## config.mk

```make
export PLATFORM = sky130hd
export DESIGN_NAME = roi_queue
export DESIGN_NICKNAME = d
export VERILOG_FILES = /design/src/rtl/ray_obb_intersect_unit_assert.svh /design/src/rtl/roi_pkg.sv /design/src/rtl/roi_queue.sv
export SDC_FILE = /design/constraint.sdc
export NUM_CORES = 1
export LEC_CHECK = 0
export ABC_AREA = 1
export BUFFER_PORTS_ARGS = -buffer_cell sky130_fd_sc_hd__buf_2
export CAP_MARGIN = 5
export CORE_AREA = 2 2 329 331
export DETAILED_ROUTE_END_ITERATION = 16
export DIE_AREA = 0 0 331 333
export PLACE_DENSITY_LB_ADDON = 0.12
export SYNTH_ARGS = -nofsm -noshare
export SYNTH_HDL_FRONTEND = slang
export SYNTH_SLANG_ARGS = --single-unit
```

## constraint.sdc

```tcl
create_clock -name clk_i -period 24.9 [get_ports clk_i]
set_clock_uncertainty 0.05 [all_clocks]
set_input_delay 1.245 -clock clk_i [delete_from_list [all_inputs] [get_ports clk_i]]
set_output_delay 1.245 -clock clk_i [all_outputs]
set_load 0.005 [all_outputs]
```

## src/rtl/ray_obb_intersect_unit_assert.svh

```systemverilog
// ----------------------------------------------------------------------------
// Ray/OBB intersect unit - assertion macros
// Shared forms for the concurrent checks of the top level.
// ----------------------------------------------------------------------------
`ifndef RAY_OBB_INTERSECT_UNIT_ASSERT_SVH
`define RAY_OBB_INTERSECT_UNIT_ASSERT_SVH

// Same-cycle implication, sampled on clk_i, quiet in reset.
`define ROI_ASSERT_HOLDS(label, ante, cons) \
  label: assert property (@(posedge clk_i) disable iff (!rst_ni) (ante) |-> (cons)) \
    else $error("roi: same-cycle check failed");

// Next-cycle implication, sampled on clk_i, quiet in reset.
`define ROI_ASSERT_NEXT(label, ante, cons) \
  label: assert property (@(posedge clk_i) disable iff (!rst_ni) (ante) |=> (cons)) \
    else $error("roi: next-cycle check failed");

`endif

```

## src/rtl/roi_pkg.sv

```systemverilog
// ----------------------------------------------------------------------------
// Ray/OBB intersect package
// Widths, codes, reset values and word types shared by the unit.
// ----------------------------------------------------------------------------
package roi_pkg;

  localparam int COORD_WIDTH    = 16;
  localparam int ZERO_TOLERANCE = 1;
  localparam int NUM_AXES       = 3;

  localparam int AXES    = 3;
  localparam int FACES   = 2 * AXES;
  localparam int COMP_W  = 16;
  localparam int REG_W   = 48;
  localparam int IDX_W   = 3;
  localparam int PT_W    = (COORD_WIDTH < 16) ? COORD_WIDTH : 16;

  localparam int OFF_W   = COMP_W + 1;
  localparam int PF_W    = 2 * COMP_W;
  localparam int PE_W    = COMP_W + OFF_W;
  localparam int F_W     = PF_W + 2;
  localparam int E_W     = PE_W + 2;
  localparam int HS_SH   = 14;
  localparam int S_W     = COMP_W + HS_SH;
  localparam int NS_W    = E_W + 1;
  localparam int FMAG_W  = F_W;
  localparam int NMAG_W  = NS_W;
  localparam int T_SH    = 22;
  localparam int N_W     = NMAG_W + T_SH;
  localparam int TOL_F   = ZERO_TOLERANCE * 16384;
  localparam int FMIN_LOG = (ZERO_TOLERANCE == 0) ? 0 : $clog2(TOL_F + 1) - 1;
  localparam int QB      = N_W - FMIN_LOG;
  localparam int T_W     = QB + 2;
  localparam int TS_W    = 32;
  localparam int DT_W    = COMP_W + TS_W;
  localparam int PS_W    = DT_W - T_SH + 1;

  localparam int Q_DEPTH = 2;
  localparam int Q_PTR_W = $clog2(Q_DEPTH);
  localparam int Q_CNT_W = $clog2(Q_DEPTH + 1);

  localparam logic signed [T_W-1:0]  T_UNB    = T_W'((64'd1 << (QB + 1)) - 64'd1);
  localparam logic signed [T_W-1:0]  T_NUNB   = -T_UNB;
  localparam logic signed [T_W-1:0]  T_SMAX   = T_W'(2147483647);
  localparam logic signed [T_W-1:0]  T_SMIN   = -T_SMAX - T_W'(1);
  localparam logic signed [T_W-1:0]  T_TOL    = T_W'(ZERO_TOLERANCE);
  localparam logic signed [PS_W-1:0] P_MAX    = PS_W'((64'd1 << (PT_W - 1)) - 64'd1);
  localparam logic signed [PS_W-1:0] P_MIN    = -P_MAX - PS_W'(1);
  localparam logic [TS_W-1:0]        MISS_T   = 32'hFFFF_0000;

  typedef enum logic [IDX_W-1:0] {
    REG_CENTER = 3'd0,
    REG_AXIS1  = 3'd1,
    REG_AXIS2  = 3'd2,
    REG_AXIS3  = 3'd3,
    REG_HALF   = 3'd4
  } reg_idx_e;

  typedef enum logic [2:0] {
    FACE_POS1 = 3'd0,
    FACE_NEG1 = 3'd1,
    FACE_POS2 = 3'd2,
    FACE_NEG2 = 3'd3,
    FACE_POS3 = 3'd4,
    FACE_NEG3 = 3'd5,
    FACE_NONE = 3'd6
  } face_e;

  localparam face_e FACE_LUT [FACES] = '{FACE_POS1, FACE_NEG1, FACE_POS2,
                                         FACE_NEG2, FACE_POS3, FACE_NEG3};

  localparam logic [REG_W-1:0] RST_CENTER = 48'd0;
  localparam logic [REG_W-1:0] RST_AXIS1  = 48'd16384;
  localparam logic [REG_W-1:0] RST_AXIS2  = 48'd1073741824;
  localparam logic [REG_W-1:0] RST_AXIS3  = 48'd70368744177664;
  localparam logic [REG_W-1:0] RST_HALF   = 48'd0;

  typedef struct packed {
    logic [REG_W-1:0]            center;
    logic [AXES-1:0][REG_W-1:0]  axis;
    logic [REG_W-1:0]            half;
  } cfg_t;

  typedef struct packed {
    logic signed [COMP_W-1:0] origin_x;
    logic signed [COMP_W-1:0] origin_y;
    logic signed [COMP_W-1:0] origin_z;
    logic signed [COMP_W-1:0] dir_x;
    logic signed [COMP_W-1:0] dir_y;
    logic signed [COMP_W-1:0] dir_z;
  } ray_t;

  typedef struct packed {
    logic                     hit;
    logic signed [TS_W-1:0]   t_hit;
    logic signed [COMP_W-1:0] point_x;
    logic signed [COMP_W-1:0] point_y;
    logic signed [COMP_W-1:0] point_z;
    logic [2:0]               face;
  } result_t;

  // One classified ray as it waits between front and back.
  typedef struct packed {
    ray_t                        ray;
    logic [AXES-1:0]             par;
    logic [AXES-1:0]             pmiss;
    logic [AXES-1:0]             neg_a;
    logic [AXES-1:0]             neg_b;
    logic [AXES-1:0][FMAG_W-1:0] fmag;
    logic [AXES-1:0][NMAG_W-1:0] na;
    logic [AXES-1:0][NMAG_W-1:0] nb;
  } slab_item_t;

  // What rides alongside the divider stages.
  typedef struct packed {
    ray_t            ray;
    logic [AXES-1:0] par;
    logic [AXES-1:0] pmiss;
    logic [AXES-1:0] neg_a;
    logic [AXES-1:0] neg_b;
  } side_t;

  typedef struct packed {
    logic full;
    logic empty;
  } queue_stat_t;

  function automatic logic signed [COMP_W-1:0] comp(input logic [REG_W-1:0] r,
                                                     input int k);
    return r[k*COMP_W +: COMP_W];
  endfunction

endpackage

```

## src/rtl/roi_queue.sv

```systemverilog
// ----------------------------------------------------------------------------
// Ray/OBB slab queue
// Short flop FIFO between the front end and the divider back end.
// ----------------------------------------------------------------------------
module roi_queue (
  input  logic                 clk_i,
  input  logic                 rst_ni,
  input  logic                 push_i,
  input  roi_pkg::slab_item_t  item_i,
  input  logic                 pop_i,
  output roi_pkg::slab_item_t  item_o,
  output roi_pkg::queue_stat_t stat_o
);

  roi_pkg::slab_item_t mem_q [roi_pkg::Q_DEPTH];
  logic [roi_pkg::Q_PTR_W-1:0] wr_q, rd_q;
  logic [roi_pkg::Q_CNT_W-1:0] cnt_q;
  logic do_push, do_pop;

  assign stat_o.full  = (cnt_q == roi_pkg::Q_CNT_W'(roi_pkg::Q_DEPTH));
  assign stat_o.empty = (cnt_q == '0);
  assign do_push = push_i && !stat_o.full;
  assign do_pop  = pop_i && !stat_o.empty;
  assign item_o  = mem_q[rd_q];

  always_ff @(posedge clk_i or negedge rst_ni) begin
    if (!rst_ni) begin
      wr_q  <= '0;
      rd_q  <= '0;
      cnt_q <= '0;
    end else begin
      if (do_push) wr_q <= wr_q + roi_pkg::Q_PTR_W'(1);
      if (do_pop)  rd_q <= rd_q + roi_pkg::Q_PTR_W'(1);
      cnt_q <= cnt_q + roi_pkg::Q_CNT_W'(do_push) - roi_pkg::Q_CNT_W'(do_pop);
    end
  end

  always_ff @(posedge clk_i) begin
    if (do_push) mem_q[wr_q] <= item_i;
  end

endmodule

```

==> summary.txt, run 1 <==
GRT
  • Overflow after GRT: 0
  • First-pass GRT wire length: 128 mm
  • Largest net degree at the start of global routing: 167
  • Number of global-route vias before repair: 19500
  • Initial antenna violation count: 47
  • Gr usage total: 15.9%

Drt
  • Antenna Nets Post-Route: 0
  • DR vias/cell: 4.26
  • Pre-antenna DRT Iters: 5
  • Vias: 19700
  • WL final: 91.4 mm
  • Iteration-0 DRC Markers: 1021
  • DRC viols: 0
  • Per-cell routed wire length: 19.7 um

Finish
  • Area growth syn-to-layout: 28.4%
  • Share of cells above drive strength 1: 31.4%
  • Final nets: 3572

Clock tree
  • CTS resizes: 0
  • Setup Buffers After CTS: 0
  • CTS max path bufs: 3
  • Clk sinks: 856
  • CTS tree: yes
  • CTS buffer count: 98
  • Root Buffer: clkbuf_16
  • # H-tree levels: 3
  • Post-CTS Hold Buffers: 0
  • Clk Latency, worst-skew pair: 670 ps
  • Worst-path clk slew: 60 ps

Placed design
  • Routability Congestion: 0.792
  • Dpl hpwl: 61.9 mm
  • DP Worst Slack: 19070 ps
  • Port bufs: 857

Setup path
  • Startpoint types: flip-flop
  • Slowest CP cell: buf_4
  • Crit Path Category: flip-flop to primary output
  • Arr. time, crit path: 4440 ps
  • Crit path cell chain: buf_4 > buf_4 > buf_4 > nand2_1 > nand2_1 > buf_2
  • CP max FO: 82
  • CP max stage delay: 850 ps
  • WP data required: 23600 ps
  • CP dominant cell by count: buf_4
  • R2R cell count: 8
  • Endpoint class of the critical path: primary output

Power
  • VDD IR max: 0.0000595 V
  • Pleak: 0.0169 uW
  • Power per cell area: 121 mW/mm^2
  • Power Total: 4830 uW

Timing
  • Setup violators final: 0
  • Crit share post-route: 23.0%
  • Crit path time final: 5730 ps
  • Max Clock Freq: 174 MHz
  • Setup ws final: 19170 ps
  • Final Hold Vio Count: 0
  • Setup_tns: 0 ps
  • Pins Over Slew Limit: 0
  • Worst-Margin Slew: 1320 ps
  • Slew Limit Headroom: 12.0%
  • RSZ-0062 raised after global routing: no

Floorplan
  • Cell Rows: 120
  • Core area: 0.107 sq mm
  • Die Area: 0.110 sq mm
  • Die W: 331 um
  • Number of I/O pins: 858
  • Starting Density: 29.2%
  • Die H: 333 um

Yosys
  • Syn avg cell area: 13.8 sq um
  • Cell count after synthesis: 2259
  • Sequential element share of the synthesized area: 82.5%
  • Yosys cell types: 11
  • Yosys warning count: 0
  • Mapped Area: 0.0311 sq mm
  • #FFs+latches synth: 856
  • Post-Synthesis Net Count: 2691

Run
  • Max-cap violations: 0

Min path
  • Tightest Hold Check Type: input port to async pin

Outcome
  • Status: finished clean
## worst paths after layout
path	from	end	slack, ps
setup / recovery	rd_q$_DFFE_PN0P_	item_o[67]	19170
hold / removal	rst_ni	cnt_q[1]$_DFF_PN0_	320
setup reg to reg	cnt_q[0]$_DFF_PN0_	mem_q[1][140]$_DFFE_PP_	20030
hold reg to reg	wr_q$_DFFE_PN0P_	wr_q$_DFFE_PN0P_	420
max in group asynchronous	rst_ni	rd_q$_DFFE_PN0P_	24340
min in group clk_i	wr_q$_DFFE_PN0P_	wr_q$_DFFE_PN0P_	420
## worst max-delay path: cells and delay by family (launching register included)
family                 cells  cell delay, ps
and+or+nand+nor            2             240
DFF                        1             840
buffers and inverters      4            2410
## flip-flops by register name, indices dropped and copies added, names as in the netlist
register  count
cnt_q         2
mem_q       852
rd_q          1
wr_q          1
## kinds of logic after synthesis
kind of cell | after synthesis | share of synthesized area [%]
adder cells (fa/ha/maj) | 2 | 0.0804
AND/OR/NAND/NOR | 1295 | 15.6
flip-flops | 856 | 82.5
buffers and inverters | 106 | 1.74
## cell usage in the layout, fill, tap and decap left out, types with 2 or more instances in the layout
| cell type | count |
|---|---|
| inv_1 | 9 |
| clkbuf_16 | 100 |
| buf_2 | 857 |
| diode_2 | 18 |
| ha_1 | 2 |
| clkinv_1 | 28 |
| nand2_1 | 1291 |
| nand3_1 | 3 |
| clkbuf_1 | 19 |
| dfrtp_1 | 3 |
| edfxtp_1 | 852 |
| buf_4 | 18 |
| inv_6 | 2 |
| bufinv_16 | 7 |
| inv_16 | 2 |
| inv_8 | 2 |
| clkinv_2 | 18 |
## Yosys cell counts
cell type	n	share of area, %
inv_2	1	0.012
nor2_1	1	0.012
nand3_1	3	0.048
ha_1	2	0.080
edfxtp_1	852	82
buf_2	88	1.4
dfrtp_1	4	0.32
buf_4	5	0.12
nand2_1	1291	16
inv_1	10	0.12
buf_6	2	0.072
## power by group
part	internal (uW)	total, uW	leakage (uW)	switching [uW]
sequential	1970	2050	0.00797	78.0
clock	805	1370	0.00150	566
combinational	440	1410	0.00743	967
## per-layer routing
layer	wire (um)	GRT usage, %	vias to the layer above
met4	2780	6.11	28
met3	7820	5.63	176
li1	-	-	9453
met5	179	0	-
met1	33000	17.0	9434
met2	47600	28.4	649
## cell type report
| type | instances | area [sq um] |
|---|---|---|
| Fill cell | 10500 | 66700 |
| Clock inverter | 59 | 487 |
| Inverter | 11 | 56.3 |
| Timing Repair Buffer | 876 | 4440 |
| Sequential cell | 856 | 25700 |
| Antenna cell | 18 | 45.0 |
| Clock buffer | 119 | 2570 |
| Tap cell | 1403 | 1760 |
| Multi-Input combinational cell | 1297 | 4900 |
## metrics by stage
step	util, %	instance area [sq um]	instances	hold slack [ps]
final	37.5	39900	4639	324
after global routing	37.5	39900	4635	290
after CTS	37.4	39900	4621	258
after detailed placement	34.6	36800	4443	409
after global placement	34.6	36800	4443	412
after floorplan	-	31100	2259	392
(Power assumes the default switching activity.)
==> run 2: changes to the inputs <==
==> constraint.sdc (replaced) <==
create_clock -name clk_i -period 4.6 [get_ports clk_i]
set_clock_uncertainty 0.05 [all_clocks]
set_input_delay 0.23 -clock clk_i [delete_from_list [all_inputs] [get_ports clk_i]]
set_output_delay 0.23 -clock clk_i [all_outputs]
set_load 0.005 [all_outputs]
==> run 2 against run 1 <==
  * Register-to-register slack worse by 18000 ps
  * Count of clock-buffer cells in the layout is 9 higher
  * Largest cell class unchanged
  * Sequential power grew to 5.4 times the previous value
  * Global-route usage is 0.46 points higher
  * Total power grew to 5.5 times the previous value
  * Via count is 7.6% higher
  * Routed wire length is 1.4% higher
  * Hold slack worse by 78 ps
  * Largest power group unchanged
==> summary.txt, run 2 (synthesized netlist as in run 1, its figures left out) <==
Min path
  • Worst Hold Endpoint: mem_q[0][237]$_DFFE_PP_
  • Tightest Hold Check Type: input port to flip-flop
  • Min-delay src: item_i[237]
  • Hold Crit Depth: 2

Finish
  • Final nets: 4009
  • Share of cells above drive strength 1: 27.8%
  • Multi-input gate area: 0.00490 sq mm
  • Sequential cell area: 0.0257 sq mm
  • Top reg by flops: mem_q
  • Area growth syn-to-layout: 42.7%
  • Fill cells: 10100
  • Leading cell type in the layout, fill and taps excluded: nand2_1
  • Commonest non-fill, non-tap cells in the layout: nand2_1, buf_2, edfxtp_1, dlygate4sd3_1, clkbuf_16
  • Top Registers: mem_q x852, cnt_q x2
  • Number of flip-flops in the largest register: 852

Power
  • Pleak: 0.0187 uW
  • VDD IR max: 0.000352 V
  • Power per cell area: 597 mW/mm^2

Timing
  • Max Clock Freq: 313 MHz
  • Setup_tns: 0 ps
  • RSZ-0062 raised after global routing: no
  • Slew Limit Headroom: 20.3%
  • Crit path time final: 3200 ps
  • Hold slack: 246 ps
  • Final Hold Vio Count: 0
  • Crit share post-route: 69.5%
  • Setup violators final: 0
  • Pins Over Slew Limit: 0
  • Worst-Margin Slew: 1200 ps

Setup path
  • CP max FO: 123
  • Worst reg2reg setup slack: 1850 ps
  • R2R cell count: 5
  • WP data required: 4320 ps
  • Arr. time, crit path: 2920 ps
  • R2r endpoint: mem_q[0][313]$_DFFE_PP_
  • Crit Path Category: flip-flop to primary output
  • Endpoint class of the critical path: primary output
  • Startpoint types: flip-flop
  • CP startpoint: rd_q$_DFFE_PN0P_
  • RR Startpoint: cnt_q[1]$_DFF_PN0_

Placed design
  • Routability Congestion: 0.795
  • Dpl hpwl: 62.0 mm
  • Port bufs: 857

GRT
  • First-pass GRT wire length: 135 mm
  • Initial antenna violation count: 12
  • Gr usage total: 16.4%
  • Number of global-route vias before repair: 22000
  • Largest net degree at the start of global routing: 198
  • Overflow after GRT: 0

Floorplan
  • Die Area: 0.110 sq mm
  • Core area: 0.107 sq mm
  • Starting Density: 29.2%
  • Cell Rows: 120
  • Number of I/O pins: 858
  • Die W: 331 um
  • Die H: 333 um

Outcome
  • Status: finished clean

Drt
  • Iteration-0 DRC Markers: 1040
  • Antenna Nets Post-Route: 0
  • Per-cell routed wire length: 18.3 um
  • Pre-antenna DRT Iters: 5
  • DRC viols: 0
  • WL final: 92.7 mm
  • DR vias/cell: 4.19
  • Vias: 21200

Run
  • Max-cap violations: 0

Clock tree
  • Clk Latency, worst-skew pair: 630 ps
  • CTS tree: yes
  • Setup Buffers After CTS: 0
  • Root Buffer: clkbuf_16
  • # H-tree levels: 3
  • CTS max path bufs: 3
  • CTS resizes: 0
  • Worst-path clk slew: 60 ps
  • CTS buffer count: 96
  • Post-CTS Hold Buffers: 430
  • Clk sinks: 856
## run 2: per-layer routing
layer | GRT usage (%) | vias up | wire length, um
li1 | - | 10300 | -
met1 | 17.7 | 10100 | 34200
met2 | 29.4 | 664 | 48300
met3 | 4.68 | 153 | 6640
met4 | 7.29 | 2 | 3490
met5 | 0 | - | 13
## run 2: worst max path at each step
stage	end	cells after the start
final	item_o[385]	5
after global routing	item_o[323]	5
after floorplan	mem_q[0][0]$_DFFE_PP_	4
after CTS	item_o[179]	5
after detailed placement	mem_q[0][314]$_DFFE_PP_	5
after global placement	mem_q[0][314]$_DFFE_PP_	5
## run 2: through the flow
stage / instance area [sq um] / cells / util [%] / power [uW] / setup WS [ps]
finish: 44400 / 5068 / 41.7 / 26500 / 1400
CTS: 44400 / 5058 / 41.6 / 27000 / 1270
floorplan: 31100 / 2259 / - / 15400 / -2810
global route: 44400 / 5067 / 41.6 / 28100 / 1170
detailed placement: 37100 / 4452 / 34.8 / 19300 / 1800
global placement: 37100 / 4452 / 34.8 / 19200 / 1840
## run 2: layout make-up
class	count	share of cell area [%]
Antenna cell	10	0.0564
Clock buffer	128	5.87
Clock inverter	48	0.876
Inverter	11	0.118
Multi-Input combinational cell	1297	11.0
Sequential cell	856	57.9
Tap cell	1403	3.95
Timing Repair Buffer	1315	20.2
## run 2: where the power goes
part | total [uW] | internal [uW] | switching, uW
registers | 11100 | 10600 | 420
logic | 8130 | 2770 | 5360
clock network | 7320 | 4300 | 3020
## run 2: worst max-delay path, stage by stage, from the launching register on
cell and delay (ps):
dfrtp_4 700, inv_8 670, buf_4 370, nand2_1 80, nand2_1 100, buf_2 130
